==> src/design/gpad_pkg.sv <==
package gpad_pkg;

  localparam int unsigned NUM_AXES  = 4;
  localparam int unsigned AXIS_W    = $clog2(NUM_AXES);
  localparam int unsigned DIV_STEPS = 8;
  localparam int unsigned STEP_W    = $clog2(DIV_STEPS);

  localparam logic [7:0]        SCRAMBLE_KEY = 8'h17;
  localparam logic [7:0]        ALL_ONES     = 8'hFF;
  localparam logic [7:0]        CENTER       = 8'd128;
  localparam logic signed [7:0] CAL_MAX_INIT = 8'sd100;
  localparam logic signed [7:0] CAL_MIN_INIT = -8'sd100;

  typedef struct packed {
    logic [7:0] byte0;
    logic [7:0] byte1;
    logic [7:0] byte2;
    logic [7:0] byte3;
    logic [7:0] byte4;
    logic [7:0] byte5;
  } in_t;

  typedef struct packed {
    logic [7:0]  axis_x;
    logic [7:0]  axis_y;
    logic [7:0]  axis_rx;
    logic [7:0]  axis_ry;
    logic [7:0]  trigger_left;
    logic [7:0]  trigger_right;
    logic [14:0] buttons;
    logic        all_ones_fault;
  } out_t;

  typedef struct packed {
    logic              load_in;
    logic              setup;
    logic              step;
    logic              write;
    logic              publish;
    logic              cal_reset;
    logic [AXIS_W-1:0] axis;
  } cmd_t;

  typedef struct packed {
    logic fault;
  } sts_t;

endpackage

==> src/design/gamepad_report_autocal_decoder_top.sv <==
// Sequence: one setup, eight divide steps and one write per stick axis, then the output
// register load.
// The single shared 8-step restoring divider serves the four axes in turn; a new packet
// is taken only once the last is through, and may be taken while the last report waits.
// Reset: synchronous, active high; clears control and returns all stick calibration
// extremes to +100 / -100.
module gamepad_report_autocal_decoder_top (
  input  logic           clk,
  input  logic           rst,
  input  logic           in_valid,
  output logic           in_ready,
  input  gpad_pkg::in_t  in_data,
  output logic           out_valid,
  input  logic           out_ready,
  output gpad_pkg::out_t out_data
);

  gpad_pkg::cmd_t cmd;
  gpad_pkg::sts_t sts;

  gpad_ctrl u_ctrl (
    .clk       (clk),
    .rst       (rst),
    .in_valid  (in_valid),
    .in_ready  (in_ready),
    .out_valid (out_valid),
    .out_ready (out_ready),
    .sts       (sts),
    .cmd       (cmd)
  );

  gpad_dp u_dp (
    .clk      (clk),
    .rst      (rst),
    .cmd      (cmd),
    .in_data  (in_data),
    .out_data (out_data),
    .sts      (sts)
  );

  // busy right after taking a beat
  a_busy_after_accept: assert property (@(posedge clk) disable iff (rst)
    (in_valid && in_ready) |=> !in_ready)
    else $error("accepted a second beat while busy");

  // a report is never loaded over one still waiting
  a_no_overwrite: assert property (@(posedge clk) disable iff (rst)
    cmd.publish |-> (!out_valid || out_ready))
    else $error("report overwritten before it was taken");

  // datapath works only while a packet is in flight
  a_idle_quiet: assert property (@(posedge clk) disable iff (rst)
    in_ready |-> !(cmd.setup || cmd.step || cmd.write || cmd.publish))
    else $error("datapath command issued while idle");

endmodule

==> src/design/gpad_dp.sv <==
module gpad_dp (
  input  logic           clk,
  input  logic           rst,
  input  gpad_pkg::cmd_t cmd,
  input  gpad_pkg::in_t  in_data,
  output gpad_pkg::out_t out_data,
  output gpad_pkg::sts_t sts
);

  logic [7:0]        r [6];
  logic signed [7:0] cal_hi [gpad_pkg::NUM_AXES];
  logic signed [7:0] cal_lo [gpad_pkg::NUM_AXES];
  logic [7:0]        ax [gpad_pkg::NUM_AXES];

  logic [7:0] rem;
  logic [7:0] quo;
  logic [7:0] den;
  logic       pos;

  logic signed [7:0] v;
  logic signed [7:0] hi_new;
  logic signed [7:0] lo_new;
  logic              v_pos;
  logic [7:0]        mag;
  logic [7:0]        lo_mag;
  logic [14:0]       num;
  logic [7:0]        den_new;
  logic [8:0]        trial;
  logic [8:0]        diff;
  logic              ge;
  logic [7:0]        n4;
  logic [7:0]        n5;
  logic [14:0]       btn;

  // raw axes; "k - 128" is an MSB flip, "127 - u" is the complement with MSB flipped
  always_comb begin
    case (cmd.axis)
      2'd0:    v = {~r[0][5], r[0][4:0], 2'b00};
      2'd1:    v = {r[1][5], ~r[1][4:0], 2'b11};
      2'd2:    v = {~r[0][7], r[0][6], r[1][7:6], r[2][7], 3'b000};
      default: v = {r[2][4], ~r[2][3:0], 3'b111};
    endcase
  end

  assign hi_new  = (v > cal_hi[cmd.axis]) ? v : cal_hi[cmd.axis];
  assign lo_new  = (v < cal_lo[cmd.axis]) ? v : cal_lo[cmd.axis];
  assign v_pos   = !v[7] && (v != 8'sd0);
  assign mag     = 8'(-v);
  assign lo_mag  = 8'(-lo_new);
  // positive: v*127 = (v << 7) - v; otherwise ceiling numerator -v*128 + (-min) - 1
  assign num     = v_pos ? ({1'b0, v[6:0], 7'b0} - {8'b0, v[6:0]})
                         : ({mag, 7'b0} + {7'b0, lo_mag} - 15'd1);
  assign den_new = v_pos ? {1'b0, hi_new[6:0]} : lo_mag;

  assign trial = {rem, quo[7]};
  assign diff  = trial - {1'b0, den};
  assign ge    = (trial >= {1'b0, den});

  assign sts.fault = (r[0] == gpad_pkg::ALL_ONES) && (r[1] == gpad_pkg::ALL_ONES) &&
                     (r[2] == gpad_pkg::ALL_ONES) && (r[3] == gpad_pkg::ALL_ONES) &&
                     (r[4] == gpad_pkg::ALL_ONES) && (r[5] == gpad_pkg::ALL_ONES);

  assign n4 = ~r[4];
  assign n5 = ~r[5];
  assign btn = {n4[7], n5[1], n4[6], n5[0], n5[7], n5[2], n4[5], n4[1],
                n4[3], n4[4], n4[2], n5[5], n5[6], n5[4], n5[3]};

  always_ff @(posedge clk) begin
    if (cmd.load_in) begin
      r[0] <= (in_data.byte0 ^ gpad_pkg::SCRAMBLE_KEY) + gpad_pkg::SCRAMBLE_KEY;
      r[1] <= (in_data.byte1 ^ gpad_pkg::SCRAMBLE_KEY) + gpad_pkg::SCRAMBLE_KEY;
      r[2] <= (in_data.byte2 ^ gpad_pkg::SCRAMBLE_KEY) + gpad_pkg::SCRAMBLE_KEY;
      r[3] <= (in_data.byte3 ^ gpad_pkg::SCRAMBLE_KEY) + gpad_pkg::SCRAMBLE_KEY;
      r[4] <= (in_data.byte4 ^ gpad_pkg::SCRAMBLE_KEY) + gpad_pkg::SCRAMBLE_KEY;
      r[5] <= (in_data.byte5 ^ gpad_pkg::SCRAMBLE_KEY) + gpad_pkg::SCRAMBLE_KEY;
    end
    // quotient is below 256, so the top seven numerator bits seed the remainder
    if (cmd.setup) begin
      rem <= {1'b0, num[14:8]};
      quo <= num[7:0];
      den <= den_new;
      pos <= v_pos;
    end else if (cmd.step) begin
      rem <= ge ? diff[7:0] : trial[7:0];
      quo <= {quo[6:0], ge};
    end
    if (cmd.write) begin
      ax[cmd.axis] <= pos ? (gpad_pkg::CENTER + quo) : (gpad_pkg::CENTER - quo);
    end
    if (cmd.publish) begin
      out_data.axis_x         <= ax[0];
      out_data.axis_y         <= ax[1];
      out_data.axis_rx        <= ax[2];
      out_data.axis_ry        <= ax[3];
      out_data.trigger_left   <= {r[2][6:5], r[3][7:5], 3'b000};
      out_data.trigger_right  <= {r[3][4:0], 3'b000};
      out_data.buttons        <= btn;
      out_data.all_ones_fault <= sts.fault;
    end
  end

  always_ff @(posedge clk) begin
    if (rst || cmd.cal_reset) begin
      for (int i = 0; i < gpad_pkg::NUM_AXES; i++) begin
        cal_hi[i] <= gpad_pkg::CAL_MAX_INIT;
        cal_lo[i] <= gpad_pkg::CAL_MIN_INIT;
      end
    end else if (cmd.setup) begin
      cal_hi[cmd.axis] <= hi_new;
      cal_lo[cmd.axis] <= lo_new;
    end
  end

endmodule

==> src/design/gpad_ctrl.sv <==
module gpad_ctrl (
  input  logic           clk,
  input  logic           rst,
  input  logic           in_valid,
  output logic           in_ready,
  output logic           out_valid,
  input  logic           out_ready,
  input  gpad_pkg::sts_t sts,
  output gpad_pkg::cmd_t cmd
);

  typedef enum logic [2:0] {
    IDLE,
    SETUP,
    DIVIDE,
    WRITE,
    FINISH
  } state_t;

  state_t                      state;
  logic [gpad_pkg::AXIS_W-1:0] axis;
  logic [gpad_pkg::STEP_W-1:0] step;
  logic                        publish;

  assign in_ready = (state == IDLE);
  assign publish  = (state == FINISH) && (!out_valid || out_ready);

  assign cmd.load_in   = in_valid && in_ready;
  assign cmd.setup     = (state == SETUP);
  assign cmd.step      = (state == DIVIDE);
  assign cmd.write     = (state == WRITE);
  assign cmd.publish   = publish;
  assign cmd.cal_reset = publish && sts.fault;
  assign cmd.axis      = axis;

  always_ff @(posedge clk) begin
    if (rst) begin
      state     <= IDLE;
      axis      <= '0;
      step      <= '0;
      out_valid <= 1'b0;
    end else begin
      if (publish) begin
        out_valid <= 1'b1;
      end else if (out_ready) begin
        out_valid <= 1'b0;
      end
      case (state)
        IDLE: begin
          if (in_valid) begin
            axis  <= '0;
            state <= SETUP;
          end
        end
        SETUP: begin
          step  <= '0;
          state <= DIVIDE;
        end
        DIVIDE: begin
          step <= step + 1'b1;
          if (step == gpad_pkg::STEP_W'(gpad_pkg::DIV_STEPS - 1)) begin
            state <= WRITE;
          end
        end
        WRITE: begin
          if (axis == gpad_pkg::AXIS_W'(gpad_pkg::NUM_AXES - 1)) begin
            state <= FINISH;
          end else begin
            axis  <= axis + 1'b1;
            state <= SETUP;
          end
        end
        FINISH: begin
          if (publish) begin
            state <= IDLE;
          end
        end
        default: state <= IDLE;
      endcase
    end
  end

endmodule

==> config.mk <==
export PLATFORM = sky130hd
export DESIGN_NAME = gamepad_report_autocal_decoder_top
export DESIGN_NICKNAME = d
export VERILOG_FILES = /design/src/design/gpad_pkg.sv /design/src/design/gamepad_report_autocal_decoder_top.sv /design/src/design/gpad_dp.sv /design/src/design/gpad_ctrl.sv
export SDC_FILE = /design/constraint.sdc
export NUM_CORES = 1
export LEC_CHECK = 0
export BUFFER_PORTS_ARGS = -buffer_cell sky130_fd_sc_hd__buf_2
export CORE_ASPECT_RATIO = 0.7
export CORE_UTILIZATION = 40
export DETAILED_ROUTE_END_ITERATION = 10
export PLACE_DENSITY = 0.63
export SETUP_SLACK_MARGIN = 0.5
export SYNTH_ARGS = -nofsm -noshare
export SYNTH_HDL_FRONTEND = slang
export SYNTH_HIERARCHICAL = 1
export SYNTH_SLANG_ARGS = --single-unit
==> constraint.sdc <==
create_clock -name clk -period 10.8 [get_ports clk]
set_input_delay 0.54 -clock clk [delete_from_list [all_inputs] [get_ports clk]]
set_output_delay 0.54 -clock clk [all_outputs]
set_load 0.02 [all_outputs]
==> results.md, run 1 <==
- Port Buffers: 111
- FMAX: 0.150 GHz
- Post-CTS setup buffers: 0
- Worst path required time: roughly 11 ns
- Routed length per placed instance: between 15 and 20 um
- Worst Slack Setup Final: about 4.2 ns
- First-pass GRT wire length: 38.6 mm
- Drt drc: 0
- Hold Crit Class: in2reg
- Worst Setup EP: u_dp/rem[6]
- Post-synthesis async set-or-reset flop share: 0%
- Global route total overflow: 0
- Crit path kind: reg2reg
- Routed WL: 25.3 mm
- Maximum Capacitance Violations: 0
- Post-place setup slack: 4.24 ns
- Post-Syn Area per Cell: between 10 and 15 um2
- Net Sw Frac: 28.4%
- GRT busiest layer: met1
- CTS Sinks: 236
- Met3 Usage GRT: 4.01%
- Top post-synthesis cells by area: edfxtp_1, ha_1, xnor2_1, mux4_2, nand2_1
- Clock-pin slew on the worst setup and hold paths: 0.06 ns
- GRT Util Overall: 17.0%
- Number of antenna violations at the first check in global routing: 0
- Number of hold buffers added after CTS: 0
- Flops & latches, synth: about 240
- EDFF count, synth: 226
- Pin count of the biggest net entering global routing: between 50 and 60
- ANT nets after route: 0
- Die Width: between 200 and 250 um
- Most frequent cell after synthesis: edfxtp_1
- Most area-hungry cell type in the Yosys netlist: edfxtp_1
- Hold Fails Final Rpt: 0
- Register area: 0.00699 mm2
- Antenna fix cells: 0
- Area of the multi-input gates: 0.00406 mm2
- CP Data Arrival Time: 7.01 ns
- Synth unique cells: 67
- Synthesized area: 0.0115 mm2
- GP Congestion: 0.906
- Pwr/cell area: about 190 mW/mm2
- Detailed Place HPWL: 17.9 mm
- CTS H-tree lvls: 1
- Die area: 0.0294 mm2
- Core ar.: between 0.02 and 0.03 mm2
- P&R area growth vs syn: 14.4%
- Share of the synthesized area in the top cell type: between 50% and 60%
- Tcrit/Tclk final: 61.5%
- Fin area: ~0.013 mm2
- Setup Viol. Count Final: 0
- Clk pwr share: 32.7%
- Final min period: 6.65 ns
- Io pins: 118
- Routing usage on met1: 25.6%
- DP Area: 0.0124 mm2
- Clock Root Buffer: clkbuf_16
- FF-to-FF setup slack: between 4 and 5 ns
- CTS tree: yes
- Die height: approximately 140 um
- Sequential share of the synthesized area: 60.8%
- Vias in the first global route: between 6000 and 7000
- Reg2reg path depth: 24
- Dpl cells: 1375
- Slew HR: 17.0%
- Critical Path Start Type: register
- Reg-to-Reg End: u_dp/rem[6]
- Clock Skew: 0.0148 ns
- Reg-to-Reg Start: u_ctrl/axis[1]
- Sequential power share: 45.2%
- Bufs on Longest Clock Path: 3
- Initial DRC Count: 549
- Cell leakage power: 4.99 nW
- Internal Power: around 1.8 mW
- Met2 Use GR: 24.7%
- Unrepaired setup endpoints after global routing: false
- TritonRoute pass-1 iters: 5
- Via count: 7277
- CTS Buf Count: 23
- Comb power frac: 22.1%
- Ratio of cells with drive above 1 in the final layout: 18.1%
- Critical Path Source: u_ctrl/axis[1]
- Switch Pwr: 694 uW
- Mapped Cells: 918
- Post-synth top flop: edfxtp_1
- Post-synth top cells: edfxtp_1, nand2_1, inv_1
- Slew @ Worst Pin: 1.24 ns
- Vias per std cell: 5.14
- Final count of pins violating max slew: 0
- Post-Layout Cell Count: 1415
- CP Max Fanout: 33
- Cell Rows: 51
- Setup TNS: 0 ns
- PostCTS Resize Cnt: 0
- Peak supply drop: 88.6 uV
- Nets: 1130
- Crit end category: register
- Warnings, synthesis: 6
- Initial core utilization: around two fifths
- Fillers: ~2500
- Status: finished, final reports clean
- Clk_lat worst skew: 0.52 ns
## state kept, by name (all words and copies together), names as in the netlist
name,cells
u_dp/quo,8
u_ctrl/step,3
u_dp/ax,32
u_dp/cal_lo,32
u_dp/r,48
u_ctrl/state,3
u_dp/out_data,58
u_dp/den,8
u_ctrl/out_valid,1
u_dp/cal_hi,32
u_dp/pos,1
u_dp/rem,8
u_ctrl/axis,2
## metrics by stage
step | total power, mW | utilization [%] | hold WS (ns)
6_report | 2.45 | 47.0 | 0.235
3_5_place_dp | 1.66 | 44.4 | 0.405
3_3_place_gp | 1.65 | 44.4 | 0.403
2_1_floorplan | 1.52 | - | 0.400
5_1_grt | 2.56 | 47.0 | 0.215
4_1_cts | 2.46 | 47.0 | 0.222
## logic make-up after synthesis
logic type	after synthesis	synth area share (%)
AO/OA/AOI/OAI	115	6.34
XOR/XNOR	71	5.41
adder cells (fa/ha/maj)	51	5.64
buffers and inverters	118	4.14
flip-flops	236	60.8
multiplexers	46	5.97
other	1	0.0326
AND/OR/NAND/NOR	280	11.7
## worst max-delay path, cell delays in order, from the launching register on
cell and delay, ns:
dfxtp_1 0.38, buf_4 0.43, mux2i_1 0.15, o21ai_1 0.59
ha_1 0.24, or3b_2 0.46, a211oi_1 0.25, a311o_1 0.27
nor2_1 0.06, a21oi_1 0.39, ha_1 0.37, and2_1 0.16
o2bb2ai_1 0.13, a21oi_1 0.09, nor3b_1 0.44, nor2_2 0.12
ha_1 0.36, o21ai_0 0.09, o21bai_1 0.13, o31ai_2 0.21
a31oi_1 0.16, a21o_1 0.24, o41ai_4 0.26, mux2_1 0.37
nor3_2 0.14
## area by class of cell
type / count / area share [%]
repair buffers: 118 / 4.62
well taps: 371 / 3.53
clock buffers: 29 / 4.55
flip-flops and latches: 236 / 53.1
multi-input cells: 569 / 30.9
inverters: 81 / 2.31
clock inverters: 11 / 1.01
## cell usage in the layout, fill, tap and decap left out, types with 4 or more instances in the layout
master / n
clkinv_1: 4
and3_1: 8
o22ai_1: 4
a31oi_1: 12
edfxtp_1: 226
buf_2: 111
nand2_1: 87
nor3_1: 9
o21ai_0: 25
o21ai_1: 5
o31ai_1: 6
nand2b_1: 4
inv_1: 78
or2_2: 4
a21o_1: 8
xor2_1: 26
conb_1: 6
clkbuf_1: 6
nor2_1: 72
xnor2_1: 45
nor2b_1: 7
a21oi_1: 32
buf_4: 7
mux2i_1: 21
nand4_1: 14
mux2_2: 7
and2_1: 13
clkbuf_16: 23
ha_1: 47
nor4_1: 5
dfxtp_1: 9
nand3_1: 37
mux4_2: 16
## how the worst min path moves through the flow
stage,from,endpoint,slack (ns),cells past startpoint
final,in_data[16],u_dp/r[3][0],0.24,1
after global routing,in_data[16],u_dp/r[3][0],0.21,1
after CTS,in_data[16],u_dp/r[3][0],0.22,1
after detailed placement,u_dp/ax[3][2],u_dp/out_data[34],0.40,0
after global placement,u_dp/ax[0][5],u_dp/out_data[61],0.40,0
after floorplan,u_dp/ax[3][0],u_dp/out_data[32],0.40,0
## metal layers
layer,up-vias,part of all wire (%)
met5,-,0
met3,32,6.4
met4,0,1.5
met1,3517,50
li1,3523,-
met2,205,42
## power groups by stage
stage / combinational, mW / sequential (mW) / clock (mW)
final: 0.541 / 1.11 / 0.801
after global routing: 0.599 / 1.11 / 0.847
after CTS: 0.535 / 1.11 / 0.813
after detailed placement: 0.532 / 1.13 / 0
after global placement: 0.525 / 1.12 / 0
after floorplan: 0.407 / 1.11 / 0
(Power assumes the default switching activity.)
==> run 2: changes to the inputs <==
==> constraint.sdc (replaced) <==
create_clock -name clk -period 6.2 [get_ports clk]
set_input_delay 0.31 -clock clk [delete_from_list [all_inputs] [get_ports clk]]
set_output_delay 0.31 -clock clk [all_outputs]
set_load 0.02 [all_outputs]
==> results.md, run 2 (synthesis results as in run 1) <==
- Buf/Inv on CP: 3 (+2)
- Most common cell after layout, fill and taps aside: edfxtp_1
- Slew HR: 32.6% (+16 points)
- Critical Path Start Type: register
- Maximum Capacitance Violations: 0 (unchanged)
- Crit end category: register
- Peak supply drop: 202 uV (+130%)
- Core ar.: 0.0280 mm2 (unchanged)
- Drt drc: 0 (unchanged)
- Most frequent cells in the layout: edfxtp_1, buf_2, nand2_1, inv_1, nor2_1
- TritonRoute pass-1 iters: 5 (unchanged)
- Vias in the first global route: 7127 (+3.1%)
- Routed length per placed instance: 17.8 um (-0.19%)
- Final count of pins violating max slew: 0 (unchanged)
- Port Buffers: 111 (unchanged)
- Setup Viol. Count Final: 0 (unchanged)
- Bufs on Longest Clock Path: 3 (unchanged)
- CTS Sinks: 236 (unchanged)
- Status: finished, final reports clean
- Reg2reg path depth: 23 (-4.2%)
- Cell depth of the worst setup path: 23 (-4.2%)
- Clk_lat worst skew: 0.52 ns (about the same)
- Crit path max-delay family: compound AO/OA/AOI/OAI gates
- GRT Util Overall: 17.5% (+0.47 points)
- Hold Fails Final Rpt: 0 (unchanged)
- P&R area growth vs syn: 18.6%
- Io pins: 118 (unchanged)
- CTS H-tree lvls: 1 (unchanged)
- First-pass GRT wire length: 39.9 mm (+3.2%)
- Global route total overflow: 0 (unchanged)
- Hold Crit Class: in2reg
- Routed WL: 25.7 mm (+1.6%)
- Nets: 1152 (+1.9%)
- Worst path max stage delay: 0.57 ns (-0.02 ns)
- Detailed Place HPWL: 18.3 mm (+2.6%)
- Cell leakage power: 5.19 nW (+4.0%)
- Ratio of cells with drive above 1 in the final layout: 22.2% (+4.1 points)
- CP Cell Sequence: buf_12 > mux4_2 > inv_1 > ha_1 > o211a_1 > o31ai_1 > a311o_1 > buf_6 > a21oi_4 > ha_4 > o31ai_1 > or4_1 > and3_4 > nor2_4 > ha_4 > o21ai_0 > o21bai_1 > o31ai_2 > a31oi_2 > a21o_1 > o41ai_4 > mux2_4 > nor3_2
- Fillers: 2450 (-1.5%)
- ANT nets after route: 0 (unchanged)
- Clock Root Buffer: clkbuf_16
- CP Data Arrival Time: 5.89 ns (-1.12 ns)
- Largest register FFs: 58 (unchanged)
- Clock Skew: 0.00913 ns (-0.00569 ns)
- FMAX: 0.181 GHz (+20%)
- Pwr Total: 4.52 mW (+84%)
- Die Width: 205 um (unchanged)
- Vias per std cell: 5.17 (+0.44%)
- Initial DRC Count: 622 (+13%)
- Number of antenna violations at the first check in global routing: 1 (+1)
- Crit path kind: reg2reg
- Die area: 0.0294 mm2 (unchanged)
- Crit-path slowest cell: mux4_2
- Largest regs: u_dp/out_data x58, u_dp/r x48
- Top reg by flops: u_dp/out_data
- Setup TNS: 0 ns (unchanged)
- Unrepaired setup endpoints after global routing: true
- CP Max Fanout: 20 (-39%)
- Pin count of the biggest net entering global routing: 59 (unchanged)
- Slew @ Worst Pin: 1.01 ns (-0.227 ns)
- Final min period: 5.52 ns (-1.13 ns)
- CTS tree: yes
- CTS Buf Count: 24 (+4.3%)
- Clock-pin slew on the worst setup and hold paths: 0.07 ns (about the same)
- Cell Rows: 51 (unchanged)
- Via count: 7443 (+2.3%)
- Initial core utilization: 41.0% (unchanged)
- Pwr/cell area: 331 mW/mm2 (+78%)
- Worst path required time: 6.57 ns (-4.60 ns)
- Hold depth: 1 (unchanged)
- Die height: 144 um (unchanged)
- FF-to-FF setup slack: 0.68 ns (-3.47 ns)
- Tcrit/Tclk final: 89.0% (+27 points)
- GP Congestion: 0.910 (+0.46%)
==> run 2: cell types whose count changed in the layout (fill, tap and decap cells not counted), moves of 3 or more <==
cell           before  now
clkinvlp_4          0    5
clkbuf_16          23   26
a21oi_1            32   28
clkbuf_1            6    0
buf_4               7   20
a21oi_2             0    3
dlygate4sd3_1       0    5
clkinv_1            4    0
==> run 2: cell type report <==
class                           count  area, um2  share of cell area [%]
Antenna cell                        1       2.50                  0.0183
Clock inverter                     19        251                    1.84
Tap cell                          371        464                    3.40
Timing Repair Buffer              139        812                    5.95
Sequential cell                   236       6990                    51.3
Multi-Input combinational cell    569       4180                    30.7
Inverter                           81        304                    2.23
Clock buffer                       25        626                    4.59
==> run 2: per-stage QoR <==
step	std cells	area [um2]	util (%)	hold WS (ns)	setup WS (ns)
floorplan	923	11600	-	0.400	0.507
global placement	1384	12500	44.8	0.401	0.459
detailed placement	1384	12500	44.8	0.405	0.282
CTS	1434	13500	48.3	0.000404	0.537
global route	1440	13600	48.7	0.0130	0.429
finish	1441	13600	48.7	0.0208	0.682
==> run 2: worst paths after layout <==
kind / start / end
max: u_ctrl/axis[0] / u_dp/rem[6]
min: in_data[24] / u_dp/r[2][0]
max reg2reg: u_ctrl/axis[0] / u_dp/rem[6]
min reg2reg: u_dp/ax[2][4] / u_dp/out_data[44]
==> run 2: timing repair <==
action,CTS,global route
pin swaps,0,3
endpoints found under the setup margin,2,3
cloned,0,1
hold buffers,5,0
resized for setup,10,8
setup buffers,1,5
hold endpoints to repair,5,0
==> run 2: metal layers <==
layer / global-route usage [%] / part of all wire [%] / vias to the layer above
met5: 0 / 0 / -
met4: 3.81 / 1.7 / 0
met3: 4.17 / 7.8 / 33
met2: 25.0 / 41 / 234
met1: 26.6 / 49 / 3608
li1: - / - / 3568
==> run 2: power breakdown <==
group	total [mW]	switching (mW)	internal, mW
clock	1.58	0.628	0.952
sequential	1.93	0.0542	1.88
combinational	1.00	0.585	0.418
total	4.52	1.27	3.25
==> run 3: changes to the inputs <==
--- a/config.mk
+++ b/config.mk
@@ -6,7 +6,7 @@
 export NUM_CORES = 1
 export LEC_CHECK = 0
 export BUFFER_PORTS_ARGS = -buffer_cell sky130_fd_sc_hd__buf_2
-export CORE_ASPECT_RATIO = 0.7
+export CORE_ASPECT_RATIO = 0.9
 export CORE_UTILIZATION = 40
 export DETAILED_ROUTE_END_ITERATION = 10
 export PLACE_DENSITY = 0.63
==> results.md, run 3 (synthesis results as in run 1) <==
- Clock Skew: 0.0147 ns (+0.00554 ns)
- Setup Viol. Count Final: 0 (unchanged)
- Unrepaired setup endpoints after global routing: false
- Most frequent cells in the layout: edfxtp_1, buf_2, nand2_1, inv_1, nor2_1
- CTS Buf Count: 26 (+8.3%)
- Hold depth: 1 (unchanged)
- Crit path kind: reg2reg
- P&R area growth vs syn: 18.9%
- Net Sw Frac: 28.5% (+0.38 points)
- Sequential power share: 43.3% (+0.5 points)
- Clk pwr share: 33.8% (-1.2 points)
- GRT Util Overall: 17.1% (-0.43 points)
- Vias in the first global route: 7255 (+1.8%)
- DP Area: 0.0126 mm2 (about the same)
- Pwr/cell area: 327 mW/mm2 (-1.4%)
- CP Cell Sequence: buf_4 > mux4_2 > inv_1 > ha_1 > or3b_4 > a211oi_2 > a311o_2 > buf_6 > nor2_1 > a21oi_2 > ha_4 > buf_12 > xnor2_4 > ha_1 > a21o_1 > a21o_1 > a211oi_2 > o21bai_1 > o31ai_2 > a31oi_2 > a21o_1 > o41ai_4 > mux2_4 > nor3_2
- Crit end category: register
- Clock-pin slew on the worst setup and hold paths: 0.06 ns (about the same)
- Io pins: 118 (unchanged)
- Top reg by flops: u_dp/out_data
- Final min period: 5.46 ns (-0.0535 ns)
- Min Hold Slack: 0.0224 ns (+0.00156 ns)
- Global route total overflow: 0 (unchanged)
- Cell Rows: 58 (+14%)
- TritonRoute pass-1 iters: 4 (-1)
- First-pass GRT wire length: 39.3 mm (-1.5%)
- Die Width: 181 um (-12%)
- Crit path max-delay family: compound AO/OA/AOI/OAI gates
- Tcrit/Tclk final: 88.1% (-0.86 points)
- Worst path required time: 6.58 ns (about the same)
- Peak supply drop: 192 uV (-5.1%)
- Switch Pwr: 1.27 mW (+0.20%)
- Detailed Place HPWL: 18.0 mm (-1.6%)
- Largest register FFs: 58 (unchanged)
- Bufs on Longest Clock Path: 3 (unchanged)
- FMAX: 0.183 GHz (+0.98%)
- CP Data Arrival Time: 5.85 ns (-0.04 ns)
- Nets: 1167 (+1.3%)
- CTS H-tree lvls: 1 (unchanged)
- Met3 Usage GRT: 2.95% (-1.2 points)
- Maximum Capacitance Violations: 0 (unchanged)
- Clk_lat worst skew: 0.53 ns (about the same)
- Die area: 0.0294 mm2 (about the same)
- Critical Path Start Type: register
- Largest regs: u_dp/out_data x58, u_dp/r x48
- Status: finished, final reports clean
- Buf/Inv on CP: 4 (+1)
- Reg-to-Reg Start: u_ctrl/axis[0]
- Initial core utilization: 40.9% (-0.10 points)
- Cell leakage power: 5.25 nW (+1.0%)
- Fin area: 0.0137 mm2 (+0.24%)
- Hold Fails Final Rpt: 0 (unchanged)
- GP Congestion: 0.933 (+2.5%)
- CTS tree: yes
- WHS Endpoint: u_dp/r[2][0]
- Pin count of the biggest net entering global routing: 59 (unchanged)
- Drt drc: 0 (unchanged)
- Die height: 163 um (+13%)
- Vias per std cell: 5.13 (-0.64%)
- Slew @ Worst Pin: 1.00 ns (-0.00970 ns)
- FF-to-FF setup slack: 0.74 ns (+0.05 ns)
- Comb power frac: 23.0% (+0.8 points)
- Dpl cells: 1377 (-0.51%)
- Crit-path slowest cell: mux4_2
- Reg-to-Reg End: u_dp/rem[6]
- Routed length per placed instance: 17.3 um (-2.7%)
- Port Buffers: 111 (unchanged)
- Internal Power: 3.19 mW (-1.6%)
- ANT nets after route: 0 (unchanged)
- Core ar.: 0.0281 mm2 (+0.25%)
- Most common cell after layout, fill and taps aside: edfxtp_1
- Routed WL: 25.1 mm (-2.3%)
- GRT busiest layer: met2
- Hold Crit Class: in2reg
- Final count of pins violating max slew: 0 (unchanged)
- CP most frequent cell: a21o_1
- Reg2reg path depth: 24 (+4.3%)
- Antenna fix cells: 0 (-1)
- Setup TNS: 0 ns (unchanged)
- Met2 Use GR: 28.2% (+3.1 points)
- CTS Sinks: 236 (unchanged)
- Worst path max stage delay: 0.49 ns (-0.08 ns)
- Routing usage on met1: 23.2% (-3.4 points)
- Worst Hold Launch: in_data[24]
- Via count: 7421 (-0.30%)
- Initial DRC Count: 454 (-27%)
- Slew HR: 32.9% (+0.30 points)
- CP Max Fanout: 8 (-60%)
- Post-Layout Cell Count: 1446 (+0.35%)
- Number of antenna violations at the first check in global routing: 0 (-1)
- Clock Root Buffer: clkbuf_16
- Ratio of cells with drive above 1 in the final layout: 23.0% (+0.85 points)
## run 3: changes by cell type in the layout (fill, tap and decap cells not counted), sizes merged
cell | previous run | this run
buf | 133 | 148
bufinv | 5 | 2
clkbuf | 26 | 31
clkinv | 7 | 11
clkinvlp | 5 | 2
diode | 1 | 0
dlygate4sd3 | 5 | 4
## run 3: worst max-delay path by stage
stage                        start     endpoint  slack [ns]  cells after the start
global route        u_ctrl/axis[0]  u_dp/rem[6]        0.48                     25
finish              u_ctrl/axis[0]  u_dp/rem[6]        0.74                     24
floorplan           u_ctrl/axis[1]  u_dp/rem[6]        0.51                     27
CTS                 u_ctrl/axis[0]  u_dp/rem[6]        0.50                     23
global placement    u_ctrl/axis[1]  u_dp/rem[6]        0.42                     23
detailed placement  u_ctrl/axis[0]  u_dp/rem[6]        0.26                     23
## run 3: cell type report
class | count | area (um2)
clock inverters | 17 | 154
repair buffers | 152 | 910
fillers | 2443 | 14400
well taps | 360 | 450
clock buffers | 31 | 691
multi-input cells | 569 | 4170
flip-flops and latches | 236 | 6990
inverters | 81 | 307
## run 3: routing by layer
| layer | routed length [um] | part of all wire (%) |
|---|---|---|
| met1 | 11400 | 45 |
| met2 | 11700 | 47 |
| met3 | 1390 | 5.5 |
| met4 | 537 | 2.1 |
| met5 | 0 | 0 |
## run 3: through the flow
step / util (%) / total power [mW] / worst slack [ns]
2_1_floorplan: - / 2.67 / 0.507
3_3_place_gp: 44.7 / 2.91 / 0.417
3_5_place_dp: 44.7 / 2.92 / 0.259
4_1_cts: 48.2 / 4.46 / 0.504
5_1_grt: 48.7 / 4.67 / 0.483
6_report: 48.7 / 4.46 / 0.735
## run 3: power by group through the flow
| stage | Combinational [mW] | Clock (mW) | Sequential [mW] |
|---|---|---|---|
| 6_report | 1.03 | 1.51 | 1.93 |
| 5_1_grt | 1.13 | 1.60 | 1.94 |
| 4_1_cts | 0.985 | 1.54 | 1.93 |
| 3_5_place_dp | 0.959 | 0 | 1.97 |
| 3_3_place_gp | 0.943 | 0 | 1.96 |
| 2_1_floorplan | 0.730 | 0 | 1.94 |
## run 3: worst register-to-register path, stage by stage, from the launching register on
cell	delay (ns)
dfxtp_4	0.44
buf_4	0.14
mux4_2	0.49
inv_1	0.07
ha_1	0.23
or3b_4	0.25
a211oi_2	0.04
a311o_2	0.38
buf_6	0.15
nor2_1	0.12
a21oi_2	0.07
ha_4	0.18
buf_12	0.13
xnor2_4	0.14
ha_1	0.32
a21o_1	0.16
a21o_1	0.22
a211oi_2	0.23
o21bai_1	0.12
o31ai_2	0.29
a31oi_2	0.14
a21o_1	0.24
o41ai_4	0.30
mux2_4	0.34
nor3_2	0.14
## run 3: repair_timing
action | 4_1_cts | 5_1_grt
hold endpoints to repair | 4 | 0
endpoints found under the setup margin | 3 | 3
resized for setup | 7 | 23
gates cloned | 0 | 1
hold buffers | 4 | 0
pin swaps | 2 | 12
buffers inserted | 6 | 10
